<file path="src/hw/rtl/sorted_priority_queue_unit_macros.svh">
// Assertion macros for the sorted priority queue unit.
`ifndef SORTED_PRIORITY_QUEUE_UNIT_MACROS_SVH
`define SORTED_PRIORITY_QUEUE_UNIT_MACROS_SVH

// Checked only outside reset.
`define SPQ_ASSERT(lbl, prop, msg) \
  lbl: assert property (@(posedge clk) disable iff (!rst_n) prop) else $error(msg);

// Checked on every edge, reset included.
`define SPQ_ASSERT_ALWAYS(lbl, prop, msg) \
  lbl: assert property (@(posedge clk) prop) else $error(msg);

`endif

</file>
<file path="src/hw/rtl/spq_pkg.sv">
// Shared types and constants for the sorted priority queue.
package spq_pkg;

  localparam int KEY_W        = 31;
  localparam int PAY_W        = 32;
  localparam int OP_W         = 2;
  localparam int ST_W         = 2;
  localparam int OCC_W        = 5;
  localparam int DEF_CAPACITY = 16;

  localparam logic [OP_W-1:0] OP_ENQ   = 2'd0;
  localparam logic [OP_W-1:0] OP_DEQ   = 2'd1;
  localparam logic [OP_W-1:0] OP_CLR   = 2'd2;
  localparam logic [OP_W-1:0] OP_COUNT = 2'd3;

  localparam logic [ST_W-1:0] ST_OK    = 2'd0;
  localparam logic [ST_W-1:0] ST_EMPTY = 2'd1;
  localparam logic [ST_W-1:0] ST_FULL  = 2'd2;

  typedef struct packed {
    logic [OP_W-1:0]  opcode;
    logic [KEY_W-1:0] entry_key;
    logic [PAY_W-1:0] entry_payload;
  } in_item_t;

  typedef struct packed {
    logic [ST_W-1:0]  status;
    logic [KEY_W-1:0] removed_key;
    logic [PAY_W-1:0] removed_payload;
    logic [OCC_W-1:0] occupancy;
  } out_item_t;

  typedef struct packed {
    logic             valid;
    logic [KEY_W-1:0] key;
    logic [PAY_W-1:0] payload;
  } slot_t;

  // Per-cycle command broadcast to every cell.
  typedef struct packed {
    logic enq;
    logic deq;
    logic clr;
  } ctrl_t;

endpackage

</file>
<file path="src/hw/rtl/spq_cell.sv">
// One slot of the sorted shift chain: holds an entry, shifts or inserts.
module spq_cell (
  input  logic           clk,
  input  logic           rst_n,
  input  spq_pkg::ctrl_t ctrl,
  input  spq_pkg::slot_t new_entry,
  input  spq_pkg::slot_t left,
  input  logic           left_keep,
  input  spq_pkg::slot_t right,
  output spq_pkg::slot_t own,
  output logic           keep
);
  import spq_pkg::*;

  logic             valid_r, valid_nxt;
  logic [KEY_W-1:0] key_r, key_nxt;
  logic [PAY_W-1:0] pay_r, pay_nxt;

  assign own  = '{valid: valid_r, key: key_r, payload: pay_r};
  // Entry stays put on insert when its key is not above the new key.
  assign keep = valid_r && (key_r <= new_entry.key);

  always_comb begin
    valid_nxt = valid_r;
    key_nxt   = key_r;
    pay_nxt   = pay_r;
    if (ctrl.clr) begin
      valid_nxt = 1'b0;
    end else if (ctrl.enq && !keep) begin
      if (left_keep) begin
        valid_nxt = 1'b1;
        key_nxt   = new_entry.key;
        pay_nxt   = new_entry.payload;
      end else begin
        valid_nxt = left.valid;
        key_nxt   = left.key;
        pay_nxt   = left.payload;
      end
    end else if (ctrl.deq) begin
      valid_nxt = right.valid;
      key_nxt   = right.key;
      pay_nxt   = right.payload;
    end
  end

  always_ff @(posedge clk) begin
    if (!rst_n) begin
      valid_r <= 1'b0;
    end else begin
      valid_r <= valid_nxt;
    end
  end

  always_ff @(posedge clk) begin
    key_r <= key_nxt;
    pay_r <= pay_nxt;
  end

endmodule

</file>
<file path="src/hw/rtl/sorted_priority_queue_unit.sv">
// Sorted priority queue: top level with the cell chain and result register.
// The result of each input transaction is registered in the output register.
// Throughput: one operation per cycle while the input is not stalled; every cell compares and shifts in parallel.
// The input stalls only while a finished result waits under output stall.
// Reset (rst_n low, synchronous) empties the queue and drops any pending result;
// slot contents are not cleared, only their valid flags.
`include "sorted_priority_queue_unit_macros.svh"

module sorted_priority_queue_unit #(
  parameter int CAPACITY = spq_pkg::DEF_CAPACITY
) (
  input  logic               clk,
  input  logic               rst_n,
  input  logic               in_valid,
  output logic               in_stall,
  input  spq_pkg::in_item_t  in_data,
  output logic               out_valid,
  input  logic               out_stall,
  output spq_pkg::out_item_t out_data
);
  import spq_pkg::*;

  localparam int CNT_W = $clog2(CAPACITY + 1);

  // Chain state
  slot_t                slots [CAPACITY];
  logic [CAPACITY-1:0]  keep_vec;
  logic [CAPACITY-1:0]  valid_vec;
  ctrl_t                ctrl;
  slot_t                new_entry;

  logic                 accept;
  logic                 full, empty;
  logic                 enq_ok, deq_ok;

  logic [CNT_W-1:0]     count_r, count_nxt;
  logic [CNT_W+OCC_W-1:0] count_ext;

  logic                 out_valid_r, out_valid_nxt;
  out_item_t            out_data_r, out_data_nxt;

  // A transaction is taken unless a result is held back by the consumer.
  assign in_stall = out_valid_r && out_stall;
  assign accept   = in_valid && !in_stall;

  assign full  = slots[CAPACITY-1].valid;
  assign empty = !slots[0].valid;

  assign enq_ok = accept && (in_data.opcode == OP_ENQ) && !full;
  assign deq_ok = accept && (in_data.opcode == OP_DEQ) && !empty;

  assign ctrl = '{enq: enq_ok, deq: deq_ok, clr: accept && (in_data.opcode == OP_CLR)};
  assign new_entry = '{valid: 1'b1, key: in_data.entry_key, payload: in_data.entry_payload};

  // Cell chain: slot 0 is the head (smallest key, oldest among equals).
  for (genvar i = 0; i < CAPACITY; i++) begin : g_cell
    slot_t left_s, right_s;
    logic  left_k;

    if (i == 0) begin : g_head
      assign left_s = '0;
      assign left_k = 1'b1;   // head has nothing in front: insert here if not kept
    end else begin : g_body
      assign left_s = slots[i-1];
      assign left_k = keep_vec[i-1];
    end

    if (i == CAPACITY - 1) begin : g_tail
      assign right_s = '0;    // empty slot shifts in behind on dequeue
    end else begin : g_mid
      assign right_s = slots[i+1];
    end

    spq_cell u_cell (
      .clk       (clk),
      .rst_n     (rst_n),
      .ctrl      (ctrl),
      .new_entry (new_entry),
      .left      (left_s),
      .left_keep (left_k),
      .right     (right_s),
      .own       (slots[i]),
      .keep      (keep_vec[i])
    );

    assign valid_vec[i] = slots[i].valid;
  end

  // Occupancy counter mirrors the chain's valid flags.
  always_comb begin
    count_nxt = count_r;
    if (ctrl.clr) begin
      count_nxt = '0;
    end else if (enq_ok) begin
      count_nxt = count_r + CNT_W'(1);
    end else if (deq_ok) begin
      count_nxt = count_r - CNT_W'(1);
    end
  end

  // Occupancy field carries the low bits of the count.
  assign count_ext = {{OCC_W{1'b0}}, count_nxt};

  always_comb begin
    out_data_nxt                 = '0;
    out_data_nxt.status          = ST_OK;
    out_data_nxt.occupancy       = count_ext[OCC_W-1:0];
    case (in_data.opcode)
      OP_ENQ: begin
        if (full) begin
          out_data_nxt.status = ST_FULL;
        end
      end
      OP_DEQ: begin
        if (empty) begin
          out_data_nxt.status = ST_EMPTY;
        end else begin
          out_data_nxt.removed_key     = slots[0].key;
          out_data_nxt.removed_payload = slots[0].payload;
        end
      end
      OP_CLR:   out_data_nxt.status = ST_OK;
      OP_COUNT: out_data_nxt.status = ST_OK;
      default:  out_data_nxt.status = ST_OK;
    endcase
  end

  assign out_valid_nxt = accept || (out_valid_r && out_stall);

  always_ff @(posedge clk) begin
    if (!rst_n) begin
      count_r     <= '0;
      out_valid_r <= 1'b0;
    end else begin
      count_r     <= count_nxt;
      out_valid_r <= out_valid_nxt;
    end
  end

  // Result payload: loaded only when a transaction is taken.
  always_ff @(posedge clk) begin
    if (accept) begin
      out_data_r <= out_data_nxt;
    end
  end

  assign out_valid = out_valid_r;
  assign out_data  = out_data_r;

  // ---------------------------------------------------------------------------
  // Checks
  // ---------------------------------------------------------------------------
  logic sorted_ok;

  always_comb begin
    sorted_ok = 1'b1;
    for (int j = 0; j < CAPACITY - 1; j++) begin
      if (slots[j+1].valid && (slots[j].key > slots[j+1].key)) begin
        sorted_ok = 1'b0;
      end
    end
  end

  `SPQ_ASSERT(a_valid_packed, ((valid_vec & (valid_vec + 1'b1)) == '0), "valid slots not packed at head")
  `SPQ_ASSERT(a_count_match, (32'(count_r) == $countones(valid_vec)), "count differs from valid slots")
  `SPQ_ASSERT(a_keys_sorted, sorted_ok, "stored keys out of order")
  `SPQ_ASSERT(a_deq_ok, (deq_ok |=> (out_valid && (out_data.status == ST_OK))), "dequeue result lost")
  `SPQ_ASSERT_ALWAYS(a_reset_idle, (!rst_n |=> !out_valid), "result pending after reset")

endmodule
</file>
<file path="config.mk">
export PLATFORM = sky130hd
export DESIGN_NAME = sorted_priority_queue_unit
export DESIGN_NICKNAME = d
export VERILOG_FILES = /design/src/hw/rtl/spq_pkg.sv /design/src/hw/rtl/spq_cell.sv /design/src/hw/rtl/sorted_priority_queue_unit.sv
export VERILOG_INCLUDE_DIRS = /design/src /design/src/hw/rtl
export SDC_FILE = /design/constraint.sdc
export NUM_CORES = 2
export LEC_CHECK = 0
export ABC_CLOCK_PERIOD_IN_PS = 4700
export BUFFER_PORTS_ARGS = -buffer_cell sky130_fd_sc_hd__buf_2
export CORE_MARGIN = 2
export CORE_UTILIZATION = 50
export DETAILED_ROUTE_END_ITERATION = 10
export GPL_ROUTABILITY_DRIVEN = 0
export PLACE_DENSITY = 0.68
export SLEW_MARGIN = 20
export SYNTH_ARGS = -nofsm -noshare
export SYNTH_HDL_FRONTEND = slang
export SYNTH_HIERARCHICAL = 1
export SYNTH_SLANG_ARGS = --single-unit
</file>
<file path="constraint.sdc">
create_clock -name clk -period 4.7 [get_ports clk]
set_input_delay 0.235 -clock clk [delete_from_list [all_inputs] [get_ports clk]]
set_output_delay 0.235 -clock clk [all_outputs]
set_load 0.05 [all_outputs]
</file>
==> impl_metrics.toml <==
[status]
status = "finished, final reports clean"

[critical_path]
timing.rr.start = "g_cell[14].u_cell/key_r[18]$_DFFE_PP_"
critPathArrivalTime_ps = 4120
reg2reg_to = "g_cell[15].u_cell/pay_r[10]$_DFFE_PP_"
worst_setup_path_start_kind = "flop"
critical_path.startpoint = "g_cell[14].u_cell/key_r[18]$_DFFE_PP_"
cp-end-kind = "flop"
rr_worst_depth = 10
required_ps = 5230
crit_fanout = 47
setup.worst_path.class = "flop to flop"
rrSetupSlack_ps = 1110

[layout]
postLayoutCoreUtil = 0.557
final_area_mm2 = 0.0824
final_common_cell = "mux2_2"
seq_area_mm2 = 0.0328
area_delta_synth_final_pct = 10.2
multi_input_area_mm2 = 0.0391
drive_above_1_share = 0.437
nets = 6267
n_fill_cell = 11900
final_cell_mix = "mux2_2 (1248), edfxtp_1 (1078), mux2_4 (784)"

[sta]
finClkSkew_ps = 27.5
period_share = 0.764
final_max_slew_viol_count = 0
setup_tns_ps = 0
setup_violations = 0
layout_min_cycle_time_ps = 3590
finalHoldViolCount = 0
holdWs_ps = 128
slew_headroom = 0.253
worst_pin_slew_ps = 1120
rsz0062_at_grt = "no"
fmax_mhz = 279

[placed_design]
placed_area_mm2 = 0.0783
dp_hpwl_um = 121000
numPortBuffers = 140

[synthesis]
syn_area_mm2 = 0.0748
syn_inst = 5448
syn_avg_cell_area_um2 = 13.7
yosysWarnings = 6

[route]
viasPerCell = 5.66
drtAntennaViolNets = 0
num_vias = 43800
dr.pass1.iters = 5
drt_drc_violations_left = 0
wire_per_inst_um = 22.2
drt_iter0_drc = 2804
wirelength_um = 172000

[global_route]
grt_pass1_wl_um = 269000
grt_overflow = 0
grt_pass1_vias = 45400
grt_max_degree = 74
antenna_found_initial = 10
grt_usage = 0.224

[clock_tree]
clock-sinks = 1100
cts_hold_buffers = 4
ctsRootBufferMaster = "clkbuf_16"
cts.clk_slew.worst_paths_ps = 60
cts_tree = "built"
cts_htree_levels = 4
cts_resized = 0
post_cts_buffers = 0
clockBufferDepth = 3
clkLatencyLatePin_ps = 790
cts_buffers = 132

[flow_run]
drv_cap = 0

[floorplanning]
die_height_um = 391
rows = 141
ios = 141
initial_core_util = 0.505
core-area_mm2 = 0.148
die_area_mm2 = 0.153
die_w_um = 391

[worst_hold_path]
min_to = "count_r[2]$_SDFF_PN0_"
whs_path_depth = 3
hp-class = "primary input to flop"
worstHoldStart = "rst_n"

[power_and_ir_drop]
clkPwrFrac = 0.408
p_seq_frac = 0.475
switchingPower_mw = 5.86
vdd_drop_max_v = 0.000401
pwr_density_cell_mw_per_mm2 = 290
p_sw_frac = 0.246
power_frac_comb = 0.116
p_leak_nw = 32.2
intPower_mw = 18.0
[area by class of cell]
cell class                 instances  area share
tap                             1930      0.0293
timing repair buffer             241      0.0259
antenna                            1   0.0000304
sequential                      1100       0.398
clock inverter                    67     0.00612
inverter                         516      0.0235
multi-input combinational       3709       0.474
clock buffer                     171      0.0428
[per-layer routing]
metal | up-vias | routed length, µm | share of wire | GRT usage
li1 | 20800 | - | - | -
met1 | 21700 | 81200 | 0.47 | 0.318
met2 | 1018 | 78300 | 0.46 | 0.357
met3 | 224 | 9100 | 0.053 | 0.0383
met4 | 6 | 3190 | 0.019 | 0.0515
met5 | - | 37 | 0.00022 | 0
[power by group through the flow]
stage	Clock [mW]	Sequential, mW	Combinational [mW]
4_1_cts	9.99	11.3	2.76
2_1_floorplan	0	11.6	1.93
6_report	9.75	11.3	2.78
3_3_place_gp	0	11.5	2.64
5_1_grt	10.3	11.4	3.03
3_5_place_dp	0	11.5	2.75
[flip-flops by register name, summed over array words and instances, names as in the netlist]
| name | flops |
|---|---|
| g_cell.u_cell/valid_r | 16 |
| out_data | 70 |
| out_valid | 1 |
| g_cell.u_cell/key_r | 496 |
| count_r | 5 |
| g_cell.u_cell/pay_r | 512 |
[worst max path at each step]
stage | to | slack [ps] | cells past startpoint
after floorplan | g_cell[6].u_cell/key_r[0]$_DFFE_PP_ | 610 | 9
after global placement | g_cell[5].u_cell/pay_r[17]$_DFFE_PP_ | 620 | 12
after detailed placement | g_cell[5].u_cell/pay_r[3]$_DFFE_PP_ | 610 | 12
after CTS | g_cell[5].u_cell/pay_r[3]$_DFFE_PP_ | 1070 | 10
after global routing | g_cell[14].u_cell/pay_r[16]$_DFFE_PP_ | 950 | 10
final | g_cell[15].u_cell/pay_r[10]$_DFFE_PP_ | 1110 | 10
[worst max-delay path, cell delays in order, from the launching register on]
cell and delay, ps:
edfxtp_1 440, ha_1 340, a21oi_1 130, o21ai_0 170, a22o_1 240, nor3_1 520, nand2_1 210, a21oi_4 230
buf_12 290, mux2_2 390, mux2_2 270
[through the flow]
stage	setup slack [ps]	total power [mW]	std cells
after global routing	951	24.7	7735
final	1110	23.9	7735
after global placement	616	14.2	7492
after floorplan	615	13.5	5575
after CTS	1070	24.1	7734
after detailed placement	605	14.3	7492
Power figures use the tool's default switching activity.
